<file path="config.mk">
export PLATFORM = sky130hd
export DESIGN_NAME = tcp_flow_tracker_rtt
export DESIGN_NICKNAME = d
export VERILOG_FILES = /design/src/hdl/tfrtt_pkg.sv /design/src/hdl/tcp_flow_tracker_rtt.sv
export SDC_FILE = /design/constraint.sdc
export NUM_CORES = 2
export LEC_CHECK = 0
export ABC_AREA = 0
export BUFFER_PORTS_ARGS = -buffer_cell sky130_fd_sc_hd__buf_2
export CORE_MARGIN = 2
export CORE_UTILIZATION = 25
export DETAILED_ROUTE_END_ITERATION = 10
export PLACE_DENSITY = 0.4
export SETUP_SLACK_MARGIN = 0.05
export SYNTH_ARGS = -nofsm -noshare
export SYNTH_HDL_FRONTEND = slang
export SYNTH_SLANG_ARGS = --single-unit
</file>
<file path="constraint.sdc">
create_clock -name clock -period 12.3 [get_ports clock]
set_clock_uncertainty 0.1 [all_clocks]
set_input_delay 0.615 -clock clock [delete_from_list [all_inputs] [get_ports clock]]
set_output_delay 0.615 -clock clock [all_outputs]
set_load 0.005 [all_outputs]
</file>
<file path="src/hdl/tfrtt_pkg.sv">
// Package for the TCP flow tracker: counter width, flag bits, action codes,
// configuration register indexes and the flow state record. No dependencies.
`timescale 1ns / 1ps
`default_nettype none

package tfrtt_pkg;

   localparam int COUNT_WIDTH = 32;
   localparam int CSR_INDEX_W = 2;
   localparam int CSR_DATA_W  = 8;

   localparam logic [31:0] USEC_PER_SEC = 32'd1000000;
   localparam logic [7:0]  NONHTTP_LIMIT_RESET = 8'd5;
   localparam logic [7:0]  RST_MIN_RESET       = 8'd4;

   localparam int FLAG_FIN = 0;
   localparam int FLAG_SYN = 1;
   localparam int FLAG_RST = 2;
   localparam int FLAG_ACK = 4;
   localparam logic [7:0] FLAGS_BARE_SYN = 8'h02;

   typedef enum logic [CSR_INDEX_W-1:0] {
      CSR_NONHTTP_LIMIT = 2'd0,
      CSR_RST_MIN       = 2'd1
   } csr_index_type;

   typedef enum logic [1:0] {
      ACT_COUNT   = 2'd0,
      ACT_STORE   = 2'd1,
      ACT_DISCARD = 2'd2,
      ACT_CLOSE   = 2'd3
   } action_type;

   typedef struct packed {
      logic        from_client;
      logic [7:0]  flag_bits;
      logic [15:0] payload_len;
      logic        has_http;
      logic [31:0] cap_sec;
      logic [19:0] cap_subsec;
      logic [31:0] now_sec;
      logic [19:0] now_usec;
   } pkt_type;

   typedef struct packed {
      logic                   http_flag;
      logic [COUNT_WIDTH-1:0] client_pkts;
      logic [COUNT_WIDTH-1:0] server_pkts;
      logic [COUNT_WIDTH-1:0] client_bytes;
      logic [COUNT_WIDTH-1:0] server_bytes;
      logic [COUNT_WIDTH-1:0] client_stored;
      logic [COUNT_WIDTH-1:0] server_stored;
      logic [31:0]            syn_sec;
      logic [19:0]            syn_subsec;
      logic [31:0]            round_trip;
      logic [31:0]            act_sec;
      logic [19:0]            act_usec;
   } flow_type;

   function automatic flow_type count_pkt(flow_type f, pkt_type p);
      flow_type r;
      r = f;
      if (p.from_client) begin
         r.client_pkts  = f.client_pkts + COUNT_WIDTH'(1);
         r.client_bytes = f.client_bytes + COUNT_WIDTH'(p.payload_len);
      end else begin
         r.server_pkts  = f.server_pkts + COUNT_WIDTH'(1);
         r.server_bytes = f.server_bytes + COUNT_WIDTH'(p.payload_len);
      end
      r.act_sec  = p.now_sec;
      r.act_usec = p.now_usec;
      return r;
   endfunction

endpackage

`default_nettype wire

</file>
<file path="src/hdl/tcp_flow_tracker_rtt.sv">
// Top level of the TCP flow tracker with handshake round-trip measurement.
// Depends on tfrtt_pkg for types, codes and the counting function.
//
//   channel | direction | handshake           | contents
//   req_    | in        | req_valid/req_stall | one packet descriptor per word
//   rsp_    | out       | rsp_valid/rsp_stall | action and flow counts per word
//   csr_    | in        | csr_we              | nonhttp_limit, rst_min_packets
//
// A word is taken into an input register; once the result register is free, the
// flow state and the result register are updated together from it, so one word
// per cycle is sustained while rsp_stall is low. The path from input to result
// register holds the 32 x 32 bit RTT multiply and the adders.
// Synchronous active-high reset clears the flow state and loads the register
// defaults. A stalled result holds the result register and any word already in
// the input register; req_stall rises while a word waits behind it.
`timescale 1ns / 1ps
`default_nettype none

module tcp_flow_tracker_rtt (
   input  wire logic                              clock,
   input  wire logic                              reset,
   input  wire logic                              csr_we,
   input  wire logic [tfrtt_pkg::CSR_INDEX_W-1:0] csr_index,
   input  wire logic [tfrtt_pkg::CSR_DATA_W-1:0]  csr_wdata,
   input  wire logic                              req_valid,
   output logic                                   req_stall,
   input  wire logic                              req_from_client,
   input  wire logic [7:0]                        req_flag_bits,
   input  wire logic [15:0]                       req_payload_len,
   input  wire logic                              req_has_http,
   input  wire logic [31:0]                       req_cap_sec,
   input  wire logic [19:0]                       req_cap_subsec,
   input  wire logic [31:0]                       req_now_sec,
   input  wire logic [19:0]                       req_now_usec,
   output logic                                   rsp_valid,
   input  wire logic                              rsp_stall,
   output logic [1:0]                             rsp_action,
   output logic [31:0]                            rsp_client_packets,
   output logic [31:0]                            rsp_server_packets,
   output logic [31:0]                            rsp_client_bytes,
   output logic [31:0]                            rsp_server_bytes,
   output logic [31:0]                            rsp_stored_client,
   output logic [31:0]                            rsp_stored_server,
   output logic [31:0]                            rsp_rtt_us,
   output logic                                   rsp_http_seen,
   output logic [31:0]                            rsp_last_sec,
   output logic [19:0]                            rsp_last_usec
);

   localparam int CW = tfrtt_pkg::COUNT_WIDTH;

   logic [7:0]           limit_ff, limit_in;
   logic [7:0]           rst_min_ff, rst_min_in;
   logic                 pkt_valid_ff, pkt_valid_in;
   tfrtt_pkg::pkt_type   pkt_ff, pkt_in;
   tfrtt_pkg::flow_type  flow_ff, flow_in;
   logic                 out_valid_ff, out_valid_in;
   tfrtt_pkg::flow_type  out_ff, out_in;
   tfrtt_pkg::action_type act_ff, act_in;

   logic                 req_take;
   logic                 out_free;
   logic                 advance;
   tfrtt_pkg::flow_type  upd;
   tfrtt_pkg::action_type act;
   logic                 clear_after;
   logic                 limit_hit;
   logic                 hs_ack;
   logic                 syn_case;
   logic [31:0]          sec_diff;

   // configuration decode
   always_comb begin
      limit_in   = limit_ff;
      rst_min_in = rst_min_ff;
      if (csr_we) begin
         unique case (csr_index)
            tfrtt_pkg::CSR_NONHTTP_LIMIT: limit_in   = csr_wdata;
            tfrtt_pkg::CSR_RST_MIN:       rst_min_in = csr_wdata;
            default: ;
         endcase
      end
   end

   // handshake
   assign out_free  = !out_valid_ff || !rsp_stall;
   assign advance   = pkt_valid_ff && out_free;
   assign req_stall = pkt_valid_ff && !out_free;
   assign req_take  = req_valid && !req_stall;

   assign pkt_valid_in = req_take || (pkt_valid_ff && !out_free);
   assign out_valid_in = advance || (out_valid_ff && rsp_stall);

   always_comb begin
      pkt_in = pkt_ff;
      if (req_take) begin
         pkt_in.from_client = req_from_client;
         pkt_in.flag_bits   = req_flag_bits;
         pkt_in.payload_len = req_payload_len;
         pkt_in.has_http    = req_has_http;
         pkt_in.cap_sec     = req_cap_sec;
         pkt_in.cap_subsec  = req_cap_subsec;
         pkt_in.now_sec     = req_now_sec;
         pkt_in.now_usec    = req_now_usec;
      end
   end

   // per-packet decision
   assign limit_hit = !flow_ff.http_flag && (flow_ff.client_pkts >= CW'(limit_ff));
   assign hs_ack    = pkt_ff.from_client && (flow_ff.client_pkts == CW'(1))
                      && pkt_ff.flag_bits[tfrtt_pkg::FLAG_ACK];
   assign syn_case  = pkt_ff.from_client && ((flow_ff.client_pkts == '0)
                      || (pkt_ff.flag_bits == tfrtt_pkg::FLAGS_BARE_SYN));
   assign sec_diff  = pkt_ff.cap_sec - flow_ff.syn_sec;

   always_comb begin
      upd         = flow_ff;
      act         = tfrtt_pkg::ACT_COUNT;
      clear_after = 1'b0;
      if (limit_hit) begin
         act         = tfrtt_pkg::ACT_DISCARD;
         clear_after = 1'b1;
      end else if (pkt_ff.flag_bits[tfrtt_pkg::FLAG_RST]) begin
         clear_after = 1'b1;
         if (flow_ff.client_pkts < CW'(rst_min_ff)) begin
            act = tfrtt_pkg::ACT_DISCARD;
         end else begin
            upd = tfrtt_pkg::count_pkt(flow_ff, pkt_ff);
            act = tfrtt_pkg::ACT_CLOSE;
         end
      end else if (hs_ack) begin
         upd            = tfrtt_pkg::count_pkt(flow_ff, pkt_ff);
         upd.round_trip = 32'(sec_diff * tfrtt_pkg::USEC_PER_SEC)
                          + (32'(pkt_ff.cap_subsec) - 32'(flow_ff.syn_subsec));
      end else if (pkt_ff.flag_bits[tfrtt_pkg::FLAG_FIN]) begin
         upd         = tfrtt_pkg::count_pkt(flow_ff, pkt_ff);
         act         = tfrtt_pkg::ACT_CLOSE;
         clear_after = 1'b1;
      end else begin
         if (syn_case) begin
            if (flow_ff.client_pkts != '0) begin
               upd = '0;
            end
            upd.syn_sec    = pkt_ff.cap_sec;
            upd.syn_subsec = pkt_ff.cap_subsec;
         end else if (pkt_ff.has_http) begin
            upd.http_flag = 1'b1;
            act           = tfrtt_pkg::ACT_STORE;
            if (pkt_ff.from_client) begin
               upd.client_stored = flow_ff.client_stored + CW'(1);
            end else begin
               upd.server_stored = flow_ff.server_stored + CW'(1);
            end
         end
         upd = tfrtt_pkg::count_pkt(upd, pkt_ff);
      end
   end

   always_comb begin
      flow_in = flow_ff;
      out_in  = out_ff;
      act_in  = act_ff;
      if (advance) begin
         flow_in = clear_after ? '0 : upd;
         out_in  = upd;
         act_in  = act;
      end
   end

   always_ff @(posedge clock) begin
      if (reset) begin
         limit_ff     <= tfrtt_pkg::NONHTTP_LIMIT_RESET;
         rst_min_ff   <= tfrtt_pkg::RST_MIN_RESET;
         pkt_valid_ff <= 1'b0;
         out_valid_ff <= 1'b0;
         flow_ff      <= '0;
      end else begin
         limit_ff     <= limit_in;
         rst_min_ff   <= rst_min_in;
         pkt_valid_ff <= pkt_valid_in;
         out_valid_ff <= out_valid_in;
         flow_ff      <= flow_in;
      end
   end

   always_ff @(posedge clock) begin
      pkt_ff <= pkt_in;
      out_ff <= out_in;
      act_ff <= act_in;
   end

   assign rsp_valid          = out_valid_ff;
   assign rsp_action         = act_ff;
   assign rsp_client_packets = 32'(out_ff.client_pkts);
   assign rsp_server_packets = 32'(out_ff.server_pkts);
   assign rsp_client_bytes   = 32'(out_ff.client_bytes);
   assign rsp_server_bytes   = 32'(out_ff.server_bytes);
   assign rsp_stored_client  = 32'(out_ff.client_stored);
   assign rsp_stored_server  = 32'(out_ff.server_stored);
   assign rsp_rtt_us         = out_ff.round_trip;
   assign rsp_http_seen      = out_ff.http_flag;
   assign rsp_last_sec       = out_ff.act_sec;
   assign rsp_last_usec      = out_ff.act_usec;

endmodule

`default_nettype wire
</file>
* After elaboration in Yosys (flattened, before gate mapping)
Cells that the tools add are included.
** Word-level totals
- Flip-flop bits (word level) :: 756
- Input port bits :: 145
- Output and inout port bits :: 281
- Logic and storage cells :: 119
** Operators by class
- Add/sub/neg operators :: 13
- $mul :: 1
- Magnitude comparators :: 2
- Eq/ne operators :: 7
- Mux-type cells :: 37
- Reductions and logical operators :: 24
** Operator list (count)
- 329-bit 2-to-1 mux :: 6
- 128-bit 2-to-1 mux :: 5
- 328-bit 2-to-1 mux :: 1
- 32-bit 2-to-1 mux :: 10
- 32-bit by 1-bit adder with 32-bit output, second input constant :: 6
- 136-bit 2-to-1 mux :: 1
- 32-bit by 16-bit adder with 32-bit output :: 4
- 64-bit 2-to-1 mux :: 2
- 32-bit adder :: 1
- 32-bit by 1-bit equality test with 1-bit output, second input constant :: 1
- 32-bit by 8-bit >= comparator with 1-bit output :: 1
- 32-bit logical NOT :: 1
- 32-bit by 8-bit < comparator with 1-bit output :: 1
- 32-bit by 14-bit multiplier with 26-bit output, second input constant :: 1
- 32-bit nonzero test :: 1
- 32-bit subtractor :: 1
- 20-bit by 20-bit subtractor with 21-bit output :: 1
- 1-bit 2-to-1 mux :: 9
- 8-bit by 2-bit equality test with 1-bit output, second input constant :: 1
- 1-bit logical AND :: 8
- 2-bit 2-to-1 mux :: 3
- 6-bit AND reduction :: 1
- 1-bit logical NOT :: 5
- 1-bit logical OR :: 4
- 6 further kinds :: 9

* Logic depth before layout (Yosys ltp)
- Depth in word-level cells :: 15
- Mapped depth :: 39
- Mapped depth without buffers :: 38

* Worst setup path before layout
No wires, ideal clock.
- Kind :: input to register
- Start point :: input port rsp_stall
- End point :: register flow_ff[173] (netlist name)
- Setup time :: 0.128 ns
- Arrival :: 9.788 ns
- Slack :: 2.285 ns
- Cell stages on the path :: 7
- Path through :: nand2_1 nand2_1 inv_1 clkbuf_1 o21ai_0 a21oi_1 nor2_1
** Between the ends
- Cells in the longest elaborated chain, start to end :: 3
** RTL lines
- start, declared :: RTL line tcp_flow_tracker_rtt.sv:36 : input wire logic rsp_stall,
- 1-bit logical NOT :: RTL line tcp_flow_tracker_rtt.sv:86 : assign out_free = !out_valid_ff || !rsp_stall;
- 1-bit logical OR :: RTL line tcp_flow_tracker_rtt.sv:86
- 1-bit logical AND :: RTL line tcp_flow_tracker_rtt.sv:87 : assign advance = pkt_valid_ff && out_free;
- net advance :: RTL line tcp_flow_tracker_rtt.sv:63 : logic advance;
- end signal, assigned :: RTL line tcp_flow_tracker_rtt.sv:182 : flow_ff <= flow_in;
- end, declared :: RTL line tcp_flow_tracker_rtt.sv:56 : tfrtt_pkg::flow_type flow_ff, flow_in;
The timed path passes the listed nets, and every way through them passes these cells.
A chain may end at the register's enable or synchronous reset.

==> results by group <==
STA
  • Fmax achieved: 107.9 MHz
  • Slew Viols, Final: 0
  • Final period util: 75.36%
  • RSZ-0062 raised after global routing: false
  • Setup TNS: 0 ns
  • Final setup violating endpoints: 0
  • Tmin final: 9.270 ns
  • Fin. Hold Viols: 0
  • Worst-margin pin slew: 1.186 ns
  • Slew margin rel.: 20.96%

Power
  • Pwr dens: 240.5 nW/um2
  • VDD IR max: 397.0 uV
  • Lkg Pwr: 19.50 nW

Detailed routing
  • Drt initial violations: 2,530
  • Avg WL per Cell: 21.33 um
  • Final WL: 154.8 mm
  • Residual DRC: 0
  • Via/cell ratio: 4.901
  • Iteration count of the initial detailed-routing pass: 6
  • Total number of vias: 35.57k
  • Number of nets with antenna violations after routing: 0

GRT
  • Number of global-route vias before repair: 34.44k
  • Initial antenna violation count: 15
  • Grt total ovfl: 0
  • Met3 Track Usage GR: 3.148%
  • Total GRT Usage: 17.61%
  • Routing usage on met1: 23.51%
  • Largest net degree at the start of global routing: 102
  • Grt met2 use: 28.65%
  • First-pass GRT wire length: 226.8 mm
  • Most Used Layer, Global Route: met2

Clocking
  • CTS buffer count: 94
  • Post-CTS sizing: 0
  • Root buffer cell: clkbuf_16
  • H-tree levels: 3
  • Worst skew pair latency: 0.73 ns
  • CTS Buffer Depth: 3
  • Clk sink count: 744
  • CTS clk-pin slew, worst paths: 0.06 ns
  • CTS tree: built

Worst setup path
  • CP Capture Type: register
  • Largest stage delay, worst path: 0.63 ns
  • Max FO, Critical Path: 9
  • R2r startpoint: pkt_ff[73]
  • Critical Path AT: 9.63 ns
  • Critical path's slowest cell: xor2_1
  • CP Launch Type: register
  • Crit path from: pkt_ff[73]
  • Critical path class: register to register
  • Required @ worst endpoint: 12.66 ns

Place
  • Post-DP HPWL: 105.5 mm
  • Cells after DPL: 6,944
  • DP Area: 46,440 um2
  • Final RePlAce weighted congestion: 0.8385
  • Buffers on Ports: 419

Synthesis
  • Seq/Total Area, Yosys: 45.15%
  • YS warnings: 0
  • Number of flops mapped to enable cells by yosys: 403
  • Synth cell types: 98
  • Post-synth ARST share: 0%
  • Mapped Cells: 4,499
  • Netlist Area Pre-Place: 41,920 um2
  • #FFs+latches synth: 744
  • Predominant post-synthesis flop cell: edfxtp_1
  • Mean area per synthesized cell: 9.318 um2
  • Post-synthesis net count: 4,928

Die
  • Io pins: 426
  • Die Height: 413.5 um
  • Initial Utilization: 25.13%
  • Chip Width: 413.5 um
  • Core Rows: 150
  • Die area: 171,000 um2
  • Core Region: 166,800 um2

Cells and area
  • Non-filler cells, final: 7,257
  • Finished Cell Area: 50,920 um2
  • Area Overhead vs Synth: 21.47%
  • Layout cells sized above 1: 13.66%
  • Nets: 5,399

Flow run
  • Max-cap viol count: 0

Run status
  • Outcome: finished, final reports clean

Min path
  • Min-delay src: reset
  • Min-delay worst type: input pin to register
[flip-flops by register name (all words and copies together), names as in the netlist, 2 cells and up]
name	count
rsp_client_packets	32
limit_ff	8
rst_min_ff	8
rsp_server_bytes	32
flow_ff	323
rsp_client_bytes	32
rsp_last_sec	32
rsp_last_usec	20
rsp_stored_server	32
pkt_ff	124
rsp_stored_client	32
rsp_rtt_us	32
rsp_action	2
rsp_server_packets	32
[cell families after synthesis]
family,after synthesis,share of synthesized area [%]
AO/OA/AOI/OAI,1248,19.75
XOR/XNOR,173,3.713
adder cells (fa/ha/maj),290,9.765
buffers and inverters,527,4.874
flip-flops,744,45.15
multiplexers,27,0.6626
AND/OR/NAND/NOR,1490,16.08
[layout make-up]
class,instances,area [um2]
diodes,2,5.005
clock buffers,122,2507
clock inverters,55,634.4
fillers,17460,115900
inverters,282,1066
multi-input cells,3228,21070
flip-flops and latches,744,18930
well taps,2204,2758
repair buffers,620,3951
[worst max-delay path, delay by kind of cell, from the launching register on]
family | cells | cell delay [ns]
flip-flops | 1 | 0.45
buffers and inverters | 4 | 0.18
AND/OR/NAND/NOR | 5 | 0.62
adder cells (fa/ha/maj) | 8 | 3.17
XOR/XNOR | 5 | 1.60
AO/OA/AOI/OAI | 14 | 2.84
[power by group]
group          internal, W  total (W)  switching [W]
sequential         0.00271    0.00275      0.0000413
clock              0.00164    0.00286        0.00121
combinational      0.00288    0.00664        0.00375
total              0.00724     0.0122        0.00501
[placed cells by master (no fill, tap or decap), types with 53 or more instances in the layout]
cell             n
a21o_1          68
a21oi_1        223
a22o_1          73
a22oi_1        248
buf_2          418
buf_4           67
clkbuf_16       94
dfxtp_1        341
dlygate4sd3_1  134
edfxtp_1       403
fa_1            64
ha_1           220
inv_1          280
nand2_1        501
nand3_1        107
nand4_1         53
nor2_1         479
nor2b_1         67
nor3_1          75
o21ai_0        289
xnor2_1         99
xor2_1          71
[worst paths after layout]
path	endpoint	slack, ns	cells past startpoint
hold / removal	flow_ff[120]	0.27	2
hold reg to reg	flow_ff[74]	0.35	2
setup / recovery	rsp_rtt_us[31]	3.03	36
setup reg to reg	rsp_rtt_us[31]	3.03	36
[per-layer routing]
layer  vias up  wire length [um]
met5         -               126
met4        18              5038
met3       239              7816
met2       911             70940
met1     17180             70880
li1      17220                 -
[per-stage QoR]
stage	utilization [%]	hold WS [ns]	setup slack, ns	power (W)
5_1_grt	30.52	0.2595	2.300	0.01350
3_3_place_gp	27.83	0.3357	3.031	0.009585
4_1_cts	30.52	0.2351	2.935	0.01257
3_5_place_dp	27.83	0.3430	2.986	0.009568
2_1_floorplan	-	0.3249	2.285	0.007997
6_report	30.52	0.2688	3.030	0.01225
[repair_timing]
action | 4_1_cts | 5_1_grt
setup buffers | 0 | 0
endpoints found under the hold margin | 142 | 0
hold buffers | 134 | 0
[cells in the mapped netlist (8+ instances only)]
library cell,count,area (um2)
nand2_1,505,1896
nor2_1,484,1817
edfxtp_1,403,12100
dfxtp_1,341,6827
o21ai_0,289,1446
inv_1,281,1055
a22oi_1,248,1862
a21oi_1,223,1116
ha_1,220,2753
clkbuf_1,188,705.7
nand3_1,107,535.5
xnor2_1,99,867.1
nor3_1,77,385.4
a22o_1,73,639.4
xor2_1,71,621.9
nor2b_1,69,431.7
a21o_1,68,510.5
fa_1,64,1281
nand4_1,53,331.6
o31ai_1,48,360.4
buf_2,46,230.2
a31oi_1,44,275.3
and3_1,38,237.7
nand2b_1,28,175.2
o21a_1,26,195.2
and2_1,24,150.1
nor4_1,24,150.1
o211ai_1,24,180.2
o22ai_1,22,137.6
mux2i_1,21,210.2
o21ai_1,20,100.1
a211oi_1,18,135.1
or3_1,17,106.4
a21boi_0,15,112.6
o221ai_1,15,131.4
and4_1,14,122.6
o21bai_1,13,97.59
a211o_1,11,96.34
buf_1,10,37.54
or2_2,10,62.56
o41ai_1,8,70.07
or4_1,8,60.06
No activity file was read; power rests on OpenSTA's default activity.
